### src/sv/jsu_pkg.sv
// ----------------------------------------------------------------------------
// jsu_pkg: shared types and constants of the JSON string unescaper
// Result codes and the command beat that the parser hands to the encoder.
// ----------------------------------------------------------------------------
`default_nettype none

package jsu_pkg;

	localparam int QUEUE_DEPTH = 4;
	localparam int QPTR_W      = $clog2(QUEUE_DEPTH);
	localparam int QCNT_W      = $clog2(QUEUE_DEPTH + 1);

	localparam int CP_W = 21;

	localparam logic [2:0] KIND_DATA    = 3'd0;
	localparam logic [2:0] KIND_END     = 3'd1;
	localparam logic [2:0] KIND_NOQUOTE = 3'd2;
	localparam logic [2:0] KIND_BADESC  = 3'd3;
	localparam logic [2:0] KIND_BADCHAR = 3'd4;
	localparam logic [2:0] KIND_BADHEX  = 3'd5;
	localparam logic [2:0] KIND_BADSUR  = 3'd6;

	// One queued command: a code point to encode (kind data) or a status
	// beat (code point zero). raw: cp[7:0] goes out as one byte, unencoded.
	typedef struct packed {
		logic [CP_W-1:0] cp;
		logic [2:0]      kind;
		logic            raw;
	} cmd_t;

endpackage

`default_nettype wire

### src/sv/jsu_front.sv
// ----------------------------------------------------------------------------
// jsu_front: byte parser
// Tracks string/escape/hex state and emits one command per byte with output.
// ----------------------------------------------------------------------------
`default_nettype none

module jsu_front (
	input  wire              clk,
	input  wire              arst_n,
	input  wire              take,
	input  wire [7:0]        in_byte,
	output logic             push,
	output jsu_pkg::cmd_t    cmd
);
	import jsu_pkg::*;

	typedef enum logic [6:0] {
		M_IDLE   = 7'b0000001,
		M_STR    = 7'b0000010,
		M_ESC    = 7'b0000100,
		M_HEX1   = 7'b0001000,
		M_SUR_BS = 7'b0010000,
		M_SUR_U  = 7'b0100000,
		M_HEX2   = 7'b1000000
	} mode_t;

	mode_t       mode_q, mode_d;
	logic [1:0]  hcnt_q, hcnt_d;
	logic [15:0] code_q, code_d;
	logic [9:0]  hi_q, hi_d;

	logic        hex_ok;
	logic [3:0]  hex_val;
	logic [15:0] code_nx;
	logic [19:0] pair;

	always_comb begin
		hex_ok  = 1'b1;
		hex_val = 4'd0;
		if (in_byte >= "0" && in_byte <= "9") begin
			hex_val = 4'(in_byte - "0");
		end else if (in_byte >= "A" && in_byte <= "F") begin
			hex_val = 4'(in_byte - "A" + 8'd10);
		end else if (in_byte >= "a" && in_byte <= "f") begin
			hex_val = 4'(in_byte - "a" + 8'd10);
		end else begin
			hex_ok = 1'b0;
		end
	end

	assign code_nx = {code_q[11:0], hex_val};
	assign pair    = {hi_q, code_nx[9:0]};

	always_comb begin
		mode_d   = mode_q;
		hcnt_d   = hcnt_q;
		code_d   = code_q;
		hi_d     = hi_q;
		push     = 1'b0;
		cmd.cp   = '0;
		cmd.kind = KIND_DATA;
		cmd.raw  = 1'b0;
		unique case (mode_q)
			M_IDLE: begin
				if (in_byte == "\"") mode_d = M_STR;
			end
			M_STR: begin
				if (in_byte == "\"") begin
					mode_d   = M_IDLE;
					push     = 1'b1;
					cmd.kind = KIND_END;
				end else if (in_byte == 8'h00) begin
					mode_d   = M_IDLE;
					push     = 1'b1;
					cmd.kind = KIND_NOQUOTE;
				end else if (in_byte == "\\") begin
					mode_d = M_ESC;
				end else if (in_byte < 8'h20) begin
					mode_d   = M_IDLE;
					push     = 1'b1;
					cmd.kind = KIND_BADCHAR;
				end else begin
					// plain text byte passes through as is
					push    = 1'b1;
					cmd.cp  = CP_W'(in_byte);
					cmd.raw = 1'b1;
				end
			end
			M_ESC: begin
				push   = 1'b1;
				mode_d = M_STR;
				case (in_byte)
					"\"", "\\", "/": cmd.cp = CP_W'(in_byte);
					"b": cmd.cp = CP_W'(8'h08);
					"f": cmd.cp = CP_W'(8'h0C);
					"n": cmd.cp = CP_W'(8'h0A);
					"r": cmd.cp = CP_W'(8'h0D);
					"t": cmd.cp = CP_W'(8'h09);
					"u": begin
						push   = 1'b0;
						mode_d = M_HEX1;
						hcnt_d = 2'd0;
						code_d = '0;
					end
					default: begin
						mode_d   = M_IDLE;
						cmd.kind = KIND_BADESC;
					end
				endcase
			end
			M_HEX1, M_HEX2: begin
				if (!hex_ok) begin
					mode_d   = M_IDLE;
					push     = 1'b1;
					cmd.kind = KIND_BADHEX;
				end else begin
					code_d = code_nx;
					hcnt_d = hcnt_q + 2'd1;
					if (hcnt_q == 2'd3) begin
						if (mode_q == M_HEX1) begin
							// high surrogate: hold its payload bits
							if (code_nx[15:10] == 6'b110110) begin
								hi_d   = code_nx[9:0];
								mode_d = M_SUR_BS;
							end else begin
								mode_d = M_STR;
								push   = 1'b1;
								cmd.cp = CP_W'(code_nx);
							end
						end else if (code_nx[15:10] == 6'b110111) begin
							mode_d = M_STR;
							push   = 1'b1;
							cmd.cp = CP_W'(pair) + CP_W'(21'h10000);
						end else begin
							mode_d   = M_IDLE;
							push     = 1'b1;
							cmd.kind = KIND_BADSUR;
						end
					end
				end
			end
			M_SUR_BS: begin
				if (in_byte == "\\") begin
					mode_d = M_SUR_U;
				end else begin
					mode_d   = M_IDLE;
					push     = 1'b1;
					cmd.kind = KIND_BADSUR;
				end
			end
			M_SUR_U: begin
				if (in_byte == "u") begin
					mode_d = M_HEX2;
					hcnt_d = 2'd0;
					code_d = '0;
				end else begin
					mode_d   = M_IDLE;
					push     = 1'b1;
					cmd.kind = KIND_BADSUR;
				end
			end
			default: begin
				mode_d = M_IDLE;
			end
		endcase
	end

	always_ff @(posedge clk or negedge arst_n) begin
		if (!arst_n) begin
			mode_q <= M_IDLE;
			hcnt_q <= '0;
			code_q <= '0;
			hi_q   <= '0;
		end else if (take) begin
			mode_q <= mode_d;
			hcnt_q <= hcnt_d;
			code_q <= code_d;
			hi_q   <= hi_d;
		end
	end

endmodule

`default_nettype wire

### src/sv/jsu_queue.sv
// ----------------------------------------------------------------------------
// jsu_queue: command queue
// Small FIFO between parser and encoder so each side stalls on its own.
// ----------------------------------------------------------------------------
`default_nettype none

module jsu_queue (
	input  wire                   clk,
	input  wire                   arst_n,
	input  wire                   push,
	input  wire jsu_pkg::cmd_t    push_cmd,
	output logic                  full,
	input  wire                   pop,
	output jsu_pkg::cmd_t         head,
	output logic                  empty
);
	import jsu_pkg::*;

	cmd_t              mem_q [QUEUE_DEPTH];
	logic [QPTR_W-1:0] wr_q, rd_q;
	logic [QCNT_W-1:0] cnt_q;
	logic              do_push, do_pop;

	assign full    = (cnt_q == QCNT_W'(QUEUE_DEPTH));
	assign empty   = (cnt_q == '0);
	assign head    = mem_q[rd_q];
	assign do_push = push && !full;
	assign do_pop  = pop && !empty;

	always_ff @(posedge clk) begin
		if (do_push) mem_q[wr_q] <= push_cmd;
	end

	always_ff @(posedge clk or negedge arst_n) begin
		if (!arst_n) begin
			wr_q  <= '0;
			rd_q  <= '0;
			cnt_q <= '0;
		end else begin
			if (do_push) wr_q <= wr_q + QPTR_W'(1);
			if (do_pop)  rd_q <= rd_q + QPTR_W'(1);
			if (do_push && !do_pop)      cnt_q <= cnt_q + QCNT_W'(1);
			else if (do_pop && !do_push) cnt_q <= cnt_q - QCNT_W'(1);
		end
	end

endmodule

`default_nettype wire

### src/sv/jsu_back.sv
// ----------------------------------------------------------------------------
// jsu_back: UTF-8 encoder
// Walks the head command one output byte per cycle into the output register while no result waits on result_ready.
// ----------------------------------------------------------------------------
`default_nettype none

module jsu_back (
	input  wire                   clk,
	input  wire                   arst_n,
	input  wire jsu_pkg::cmd_t    head,
	input  wire                   empty,
	output logic                  pop,
	output logic                  result_valid,
	input  wire                   result_ready,
	output logic [7:0]            data_byte,
	output logic [2:0]            kind,
	output logic                  last_of_run
);
	import jsu_pkg::*;

	logic [1:0] idx_q;
	logic [1:0] nlast;
	logic [7:0] byte_sel;
	logic       load, is_last;
	logic       vld_q;
	logic [7:0] data_q;
	logic [2:0] kind_q;
	logic       last_q;

	// index of the final byte of the head command; raw and status beats are one byte
	always_comb begin
		if (head.kind != KIND_DATA || head.raw || head.cp <= CP_W'(21'h7F)) nlast = 2'd0;
		else if (head.cp <= CP_W'(21'h7FF))                   nlast = 2'd1;
		else if (head.cp <= CP_W'(21'hFFFF))                  nlast = 2'd2;
		else                                                  nlast = 2'd3;
	end

	always_comb begin
		byte_sel = 8'h80 | {2'b00, head.cp[5:0]};
		case (nlast)
			2'd0: byte_sel = head.cp[7:0];
			2'd1: if (idx_q == 2'd0) byte_sel = 8'hC0 | {3'b000, head.cp[10:6]};
			2'd2: begin
				if (idx_q == 2'd0)      byte_sel = 8'hE0 | {4'b0000, head.cp[15:12]};
				else if (idx_q == 2'd1) byte_sel = 8'h80 | {2'b00, head.cp[11:6]};
			end
			default: begin
				if (idx_q == 2'd0)      byte_sel = 8'hF0 | {5'b00000, head.cp[20:18]};
				else if (idx_q == 2'd1) byte_sel = 8'h80 | {2'b00, head.cp[17:12]};
				else if (idx_q == 2'd2) byte_sel = 8'h80 | {2'b00, head.cp[11:6]};
			end
		endcase
	end

	assign load    = !vld_q || result_ready;
	assign is_last = (idx_q == nlast);
	assign pop     = load && !empty && is_last;

	always_ff @(posedge clk) begin
		if (load && !empty) begin
			data_q <= byte_sel;
			kind_q <= head.kind;
			last_q <= is_last;
		end
	end

	always_ff @(posedge clk or negedge arst_n) begin
		if (!arst_n) begin
			vld_q <= 1'b0;
			idx_q <= '0;
		end else if (load) begin
			vld_q <= !empty;
			if (!empty) idx_q <= is_last ? 2'd0 : idx_q + 2'd1;
		end
	end

	assign result_valid = vld_q;
	assign data_byte    = data_q;
	assign kind         = kind_q;
	assign last_of_run  = last_q;

endmodule

`default_nettype wire

### src/sv/json_string_unescape_utf8_unit.sv
// ----------------------------------------------------------------------------
// json_string_unescape_utf8_unit: JSON string unescaper with UTF-8 output
// Parses a quoted JSON string byte by byte, resolves escapes and surrogate
// pairs, and streams the decoded text as UTF-8 bytes plus status beats.
// ----------------------------------------------------------------------------
//
//  channel  | handshake                   | payload
//  ---------+-----------------------------+--------------------------------
//  input    | byte_valid / byte_ready     | in_byte[7:0]
//  result   | result_valid / result_ready | data_byte[7:0], kind[2:0],
//           |                             | last_of_run
//
// The parser takes one input beat per cycle; it stalls only when the
// four-entry command queue is full. The encoder drains a queued command
// one UTF-8 byte at a time while the parser keeps taking beats until the
// queue fills; each command goes from the queue head into the output
// register. Reset puts the parser in idle (awaiting an opening quote) and
// empties the queue and the output register. A stalled result side backs
// up into the queue first, then into byte_ready.
// ----------------------------------------------------------------------------
`default_nettype none

module json_string_unescape_utf8_unit (
	input  wire        clk,
	input  wire        arst_n,
	input  wire        byte_valid,
	output logic       byte_ready,
	input  wire [7:0]  in_byte,
	output logic       result_valid,
	input  wire        result_ready,
	output logic [7:0] data_byte,
	output logic [2:0] kind,
	output logic       last_of_run
);
	import jsu_pkg::*;

	logic take;
	logic push;
	cmd_t push_cmd;
	cmd_t head;
	logic full, empty, pop;

	assign byte_ready = !full;
	assign take       = byte_valid && byte_ready;

	// front: parser state machine, one command per productive byte
	jsu_front u_front (
		.clk     (clk),
		.arst_n  (arst_n),
		.take    (take),
		.in_byte (in_byte),
		.push    (push),
		.cmd     (push_cmd)
	);

	jsu_queue u_queue (
		.clk      (clk),
		.arst_n   (arst_n),
		.push     (push && take),
		.push_cmd (push_cmd),
		.full     (full),
		.pop      (pop),
		.head     (head),
		.empty    (empty)
	);

	// back: UTF-8 byte sequencer and output register
	jsu_back u_back (
		.clk          (clk),
		.arst_n       (arst_n),
		.head         (head),
		.empty        (empty),
		.pop          (pop),
		.result_valid (result_valid),
		.result_ready (result_ready),
		.data_byte    (data_byte),
		.kind         (kind),
		.last_of_run  (last_of_run)
	);

endmodule

`default_nettype wire
### config.mk
export PLATFORM = sky130hd
export DESIGN_NAME = json_string_unescape_utf8_unit
export DESIGN_NICKNAME = d
export VERILOG_FILES = /design/src/sv/jsu_pkg.sv /design/src/sv/jsu_front.sv /design/src/sv/jsu_queue.sv /design/src/sv/jsu_back.sv /design/src/sv/json_string_unescape_utf8_unit.sv
export SDC_FILE = /design/constraint.sdc
export NUM_CORES = 1
export LEC_CHECK = 0
export ABC_CLOCK_PERIOD_IN_PS = 4400
export BUFFER_PORTS_ARGS = -buffer_cell sky130_fd_sc_hd__buf_2
export CAP_MARGIN = 30
export CORE_UTILIZATION = 45
export CTS_CLUSTER_DIAMETER = 120
export CTS_CLUSTER_SIZE = 28
export DETAILED_ROUTE_END_ITERATION = 12
export GPL_TIMING_DRIVEN = 0
export PLACE_DENSITY_LB_ADDON = 0.15
export SYNTH_ARGS = -nofsm -noshare
export SYNTH_HDL_FRONTEND = slang
export SYNTH_SLANG_ARGS = --single-unit
export TNS_END_PERCENT = 20
### constraint.sdc
create_clock -name clk -period 4.4 [get_ports clk]
set_input_delay 0.88 -clock clk [delete_from_list [all_inputs] [get_ports clk]]
set_output_delay 0.88 -clock clk [all_outputs]
set_load 0.01 [all_outputs]
* Word level (Yosys, flattened, before mapping) *
Memory sizes are Yosys's and may differ from the RTL's.
Index checks and enable logic that the tools add are counted.

storage, ports and cells
  register bits after elaboration = 53
  memory bits (writable) = 100
  input bits = 12
  logic and storage cells = 176
  memories = 1

operators by class
  add/subtract/negate cells = 12
  $lt $le $gt $ge = 10
  equal/unequal tests = 30
  multiplexer cells = 75
  bitwise gates (word level) = 1
  reductions and logical operators = 35

memory list
  memory         depth  width  rd ports  clocked after memory_dff  wr ports  RTL line         text
  u_queue.mem_q  4      25     1         0                         1         jsu_queue.sv:19  cmd_t mem_q [QUEUE_DEPTH];

operators by type and width
  cell                                                                                 number
  21-bit two-way mux                                                                   5
  7-bit two-way mux                                                                    9
  21-bit case mux with 3 select lines                                                  1
  8-bit by 7-bit equality test with 1-bit output (second input constant)               7
  8-bit case mux with 6 select lines                                                   1
  7-bit case mux with 6 select lines                                                   1
  12-bit two-way mux                                                                   3
  8-bit two-way mux                                                                    4
  3-bit two-way mux                                                                    10
  24-bit two-way mux                                                                   1
  12-bit case mux with 2 select lines                                                  1
  8-bit case mux with 3 select lines                                                   1
  20-bit by 17-bit adder with 21-bit output (second input constant)                    1
  21-bit by 11-bit less-or-equal comparator with 1-bit output (second input constant)  1
  21-bit by 16-bit less-or-equal comparator with 1-bit output (second input constant)  1
  21-bit by 7-bit less-or-equal comparator with 1-bit output (second input constant)   1
  1-bit two-way mux                                                                    18
  6-bit two-way mux                                                                    3
  8-bit by 6-bit equality test with 1-bit output (second input constant)               2
  8-bit by 7-bit >= comparator with 1-bit output (second input constant)               2
  8-bit by 7-bit less-or-equal comparator with 1-bit output (second input constant)    2
  16-bit two-way mux                                                                   1
  3-bit case mux with 5 select lines                                                   1
  2-bit two-way mux                                                                    7
  44 further kinds                                                                     79

* Longest topological paths before layout *
  depth in word-level cells = 13
  gate-level depth with buffers = 15
  mapped depth without buffers = 13

* Modules after synthesis *
From an unflattened synthesis, not the netlist that was laid out.

unflattened totals
  cell total of the unflattened synthesis = 576
  area, all modules = 7775.0 µm²

by module, submodules not included
  module                          times used  cells each  area an instance (µm²)  seq. area each (µm²)
  jsu_queue                       1           167         4083.9                  3178.0
  jsu_front                       1           283         2512.4                  777.0
  jsu_back                        1           123         1159.9                  435.4
  json_string_unescape_utf8_unit  1           3           18.8                    0.0

* Worst setup path before layout *
No wires, ideal clock.

  path type = input to register
  start point = in in_byte[0]
  end point = reg u_queue.cnt_q[2]
  setup time = 79 ps
  arrival = 3437 ps
  data required time = 4321 ps
  slack = 884 ps
  stages on the path = 13
  path through = inv_1 > ha_1 > nor2_1 > a2111oi_4 > or2_2 > a21o_1 > a211oi_2 > ha_1 > inv_1 > fa_1 > xor2_1 > nor2_1 > xor2_1

on the way
  longest elaborated chain between the ends = 12
  elaborated cells on any way between the ends = 29
  classes of those cells = order compare: 6; eq/ne: 3; mux: 10; reduce/logical: 10

ends and longest elaborated chain
  item                                                                                                                         RTL line                              text
  start: declaration                                                                                                           json_string_unescape_utf8_unit.sv:28  input wire [7:0] in_byte,
  8-bit by 7-bit >= comparator with 1-bit output or 8-bit by 7-bit less-or-equal comparator with 1-bit output (tied branches)  jsu_front.sv:44                       end else if (in_byte >= "a" && in_byte <= "f") begin
  1-bit logical AND                                                                                                            jsu_front.sv:44
  1-bit two-way mux                                                                                                            jsu_front.sv:44
  1-bit two-way mux                                                                                                            jsu_front.sv:42                       end else if (in_byte >= "A" && in_byte <= "F") begin
  1-bit two-way mux                                                                                                            jsu_front.sv:40                       if (in_byte >= "0" && in_byte <= "9") begin
  1-bit two-way mux                                                                                                            jsu_front.sv:112                      if (!hex_ok) begin
  1-bit case mux with 4 select lines *                                                                                         jsu_front.sv:63                       unique case (mode_q)
  1-bit logical AND *                                                                                                          json_string_unescape_utf8_unit.sv:59  .push (push && take),
  1-bit logical AND *                                                                                                          jsu_queue.sv:27                       assign do_push = push && !full;
  net u_queue.do_push                                                                                                          jsu_queue.sv:22                       logic do_push, do_pop;
  1-bit logical NOT                                                                                                            jsu_queue.sv:43                       else if (do_pop && !do_push) cnt_q <= cnt_q - QCNT_W'(1);
  1-bit logical AND                                                                                                            jsu_queue.sv:43
  2-bit nonzero test (no line)                                                                                                 --
  end signal: assignment                                                                                                       jsu_queue.sv:42                       if (do_push && !do_pop) cnt_q <= cnt_q + QCNT_W'(1);
  end signal: assignment                                                                                                       jsu_queue.sv:43
  end: declaration                                                                                                             jsu_queue.sv:21                       logic [QCNT_W-1:0] cnt_q;

Mark *: on every way through the listed nets, which the timed path passes. The rest lies on a longest branch.
A chain may end at the register's enable or synchronous reset.

* Final worst setup path *
  start point = reg u_queue.rd_q[1]
  end point = reg u_back.data_q[5], in the netlist u_back.data_byte[5], data pin

on the way
  longest elaborated chain between the ends = 7
  elaborated cells on any way between the ends = 20
  classes of those cells = order compare: 3; eq/ne: 2; mux: 10; reduce/logical: 4; memory: 1

ends and longest elaborated chain
  item                                                                                               RTL line                        text
  start: declaration                                                                                 jsu_queue.sv:20                 logic [QPTR_W-1:0] wr_q, rd_q;
  start signal: assignment                                                                           jsu_queue.sv:41                 if (do_pop) rd_q <= rd_q + QPTR_W'(1);
  memory read 4 x 25 bit *                                                                           --
  21-bit by 16-bit less-or-equal comparator with 1-bit output or 3-bit nonzero test (tied branches)  jsu_back.sv:34, jsu_back.sv:32
  1-bit two-way mux or 1-bit logical OR (tied branches)                                              jsu_back.sv:34, jsu_back.sv:32
  2-bit two-way mux or 1-bit logical OR (tied branches)                                              jsu_back.sv:33, jsu_back.sv:32
  2-bit two-way mux                                                                                  jsu_back.sv:32                  if (head.kind != KIND_DATA || head.raw || head.cp <= CP_W'(21'h7F)) nlast = 2'd0;
  2-bit equality test, or another cell as far along                                                  jsu_back.sv:40                  case (nlast)
  8-bit case mux with 3 select lines *                                                               jsu_back.sv:40
  net u_back.byte_sel[5]                                                                             jsu_back.sv:23                  logic [7:0] byte_sel;
  end signal: assignment                                                                             jsu_back.sv:61                  data_q <= byte_sel;
  end: declaration                                                                                   jsu_back.sv:26                  logic [7:0] data_q;

Marks and branches as above.

==> results.json <==
{
  "antenna_found_initial": 0,
  "design.portCount": 26,
  "num-fill-cells": 1421,
  "antenna_cells": 0,
  "power_frac_seq_pct": 36.6,
  "cts_setup_buffers": 0,
  "reg2reg_setup_slack_ns": 0.32,
  "io_buffers": 25,
  "multi_input_area_mm2": 0.00305,
  "slew_viol_final": 0,
  "synthArstFlopShare_pct": 26.8,
  "place_area_mm2": 0.00813,
  "finalSetupViolCount": 0,
  "grt_overflow": 0,
  "hpwl_um": 12800,
  "cp_max_fo": 10,
  "syn_avg_cell_area_um2": 13.1,
  "clock_latency_ns": 0.43,
  "ctsHoldBuffers": 0,
  "yosys-mux-area-fraction_pct": 10.9,
  "wl_um": 17300,
  "cts_tree": "done",
  "holdWs_ns": 0.251,
  "synth_top_flop_cell": "edfxtp_1",
  "crit_path_end_kind": "flip-flop",
  "relSlewSlack_pct": 38.9,
  "grt_max_degree": 42,
  "regArea_mm2": 0.00439,
  "total_power_mw": 4.97,
  "synth_compound_area_share_pct": 11.5,
  "final_area_mm2": 0.00876,
  "drive_gt1_share_pct": 20.0,
  "p_clk_share_pct": 30.2,
  "synth_area_leaders": "edfxtp_1 44%, dfrtp_1 13%, mux4_2 7.3%, ha_1 2.9%, nand2_1 2.9%",
  "cts_buffers": 17,
  "finalClockSkew_ns": 0.00809,
  "grt_setup_unrepaired": "no",
  "cts_max_level": 4,
  "power.density_mw_per_mm2": 568,
  "vdd_drop_max_uv": 262,
  "rr_worst_depth": 15,
  "synth_xor_area_share_pct": 1.49,
  "status": "finished, final reports clean",
  "layoutNonFillerInstCount": 865,
  "layout.nets": 663,
  "firstDrtPassIters": 5,
  "cp.arrival_ns": 4.25,
  "dp_cells": 832,
  "timing.rr.start": "u_queue.rd_q[1]$_DFFE_PN0P_",
  "cts_sinks": 153,
  "via_count": 5089,
  "fin_crit_sh_pct": 92.8,
  "grt_use_total_pct": 21.2,
  "synth_top_area_share_pct": 43.9,
  "synth_simple_gate_area_share_pct": 12.7,
  "grt_pass1_vias": 5103,
  "initialDrtViolationCount": 388,
  "synth_top_family_by_area": "simple AND/OR/NAND/NOR gates",
  "drc": 0,
  "die_x_um": 132,
  "hold_violations": 0,
  "cap_violations": 0,
  "tns_ns": 0,
  "p_sw_share_pct": 33.6,
  "required_ns": 4.57,
  "drtAntennaViolNets": 0,
  "synthCells": 583,
  "fin_crit_ns": 4.08,
  "tightest_slew_ns": 0.917,
  "grt_pass1_wl_um": 28100,
  "layout_common_cells": "112 x edfxtp_1, 60 x nand2_1, 40 x dfrtp_1",
  "row_count": 47,
  "power.switching_mw": 1.67,
  "coreArea_mm2": 0.0166,
  "clk_pin_slew_ns": 0.06,
  "syn_to_final_growth_pct": 14.3,
  "dieArea_mm2": 0.0176,
  "critPathLaunchType": "flip-flop",
  "ys_ff_latch": 153,
  "syn_nets": 614,
  "clk_path_buf_depth": 2,
  "critPathKind": "reg2reg",
  "start_util_pct": 46.2,
  "synth_largest_area_cell": "edfxtp_1",
  "timing.rr.end": "u_back.data_byte[5]$_DFFE_PP_",
  "wl_per_cell_um": 20.0,
  "syn-cell-area_mm2": 0.00766,
  "synth-seq-area-share_pct": 57.3,
  "pwr-share-comb_pct": 33.2,
  "final_common_cell": "edfxtp_1",
  "die_h_um": 132,
  "power_leakage_nw": 3.33,
  "fmax_mhz": 245,
  "routed_via_density": 5.88,
  "cts-root-buf": "clkbuf_16",
  "hp-class": "in2async",
  "ys_types": 77,
  "gp_congestion": 0.885,
  "yosysWarnings": 0,
  "synthAdderAreaFrac_pct": 3.20,
  "ctsResizeCount": 0,
  "intPower_mw": 3.30,
  "synth-edff-count": 112
}
## per-layer routing
metal | wire, um | track usage (%) | vias to the layer above
li1 | - | - | 2359
met1 | 7640 | 27.3 | 2585
met2 | 8710 | 35.7 | 114
met3 | 553 | 3.56 | 31
met4 | 437 | 8.37 | 0
met5 | 0 | 0 | -
## worst max-delay path: stages (launching register included)
cell and delay [ns]:
dfrtp_1 0.32, buf_2 0.23, buf_2 0.34, buf_2 0.36, mux4_2 0.40, or2_2 0.31, nor4_1 0.32, or2_2 0.20
inv_1 0.06, ha_1 0.17, clkbuf_1 0.20, a221oi_1 0.33, nor2b_1 0.10, a211oi_1 0.21, a21oi_1 0.07, o32a_1 0.21
## synthesized netlist by cell type (3+ instances only)
cell       number
and3_1          7
o22ai_1         4
nand2b_1        5
buf_6           4
mux2_2          8
nor2b_1         7
nor3_1          8
mux2i_1        15
or3_1           3
inv_1          20
xnor2_1         4
o31ai_1         6
dfrtp_1        40
a22o_1         19
a222oi_1        4
ha_1           18
mux4_2         25
nand4_1         4
clkbuf_1       16
o211ai_1        5
edfxtp_1      112
nor2_1         32
a21oi_1        13
nand3b_1        4
or2_2           6
a22oi_1         7
or4_1           3
xor2_1          9
o2111ai_1       3
nor4b_1         3
nor3b_1         3
a21o_1          3
o21ai_0        24
nand2_1        60
nand3_1        10
buf_2           8
and2_1          9
## state kept, by name, indices dropped and copies added (netlist names)
name and cells:
u_queue.mem_q 100, u_front.code_q 12, u_front.hi_q 10, u_back.data_byte 8
u_front.mode_q 7, u_back.kind 3, u_queue.cnt_q 3, u_back.idx_q 2
u_front.hcnt_q 2, u_queue.rd_q 2, u_queue.wr_q 2, u_back.last_of_run 1
u_back.result_valid 1
## cell type report
cell class	count	share of cell area [%]
flip-flops and latches	153	50.1
multi-input cells	381	34.8
clock buffers	18	4.90
well taps	220	3.14
repair buffers	30	2.49
clock inverters	14	2.01
plain buffers	28	1.66
inverters	21	0.900
## power groups by stage
stage	combinational (mW)	clock [mW]	sequential, mW
CTS	1.66	1.53	1.82
global route	1.83	1.58	1.84
floorplan	1.17	0	1.87
detailed placement	1.66	0	1.85
global placement	1.63	0	1.84
finish	1.65	1.50	1.82
## how the worst max path moves through the flow
stage,startpoint,end,slack [ns],cells past startpoint
2_1_floorplan,in_byte[0],u_queue.cnt_q[2]$_DFFE_PN0P_,0.88,13
3_3_place_gp,in_byte[0],u_queue.mem_q[0][2]$_DFFE_PP_,-0.04,9
3_5_place_dp,in_byte[0],u_queue.mem_q[1][1]$_DFFE_PP_,0.06,10
4_1_cts,u_queue.rd_q[1]$_DFFE_PN0P_,u_back.data_byte[5]$_DFFE_PP_,0.27,15
5_1_grt,u_queue.rd_q[1]$_DFFE_PN0P_,u_back.data_byte[5]$_DFFE_PP_,0.07,15
6_report,u_queue.rd_q[1]$_DFFE_PN0P_,u_back.data_byte[5]$_DFFE_PP_,0.32,15
## cell families (layout without fill, tap and decap cells)
logic type	Yosys count	after routing
AO/OA/AOI/OAI	117	117
XOR/XNOR	13	13
adder cells (fa/ha/maj)	19	19
buffers and inverters	49	111
flip-flops	153	153
multiplexers	50	50
AND/OR/NAND/NOR	182	182
## metrics by stage
stage	util (%)	worst slack [ns]
2_1_floorplan	-	0.884
3_3_place_gp	48.6	-0.0421
3_5_place_dp	49.0	0.0642
4_1_cts	52.7	0.272
5_1_grt	52.8	0.0698
6_report	52.8	0.316
Power figures use the tool's default switching activity.
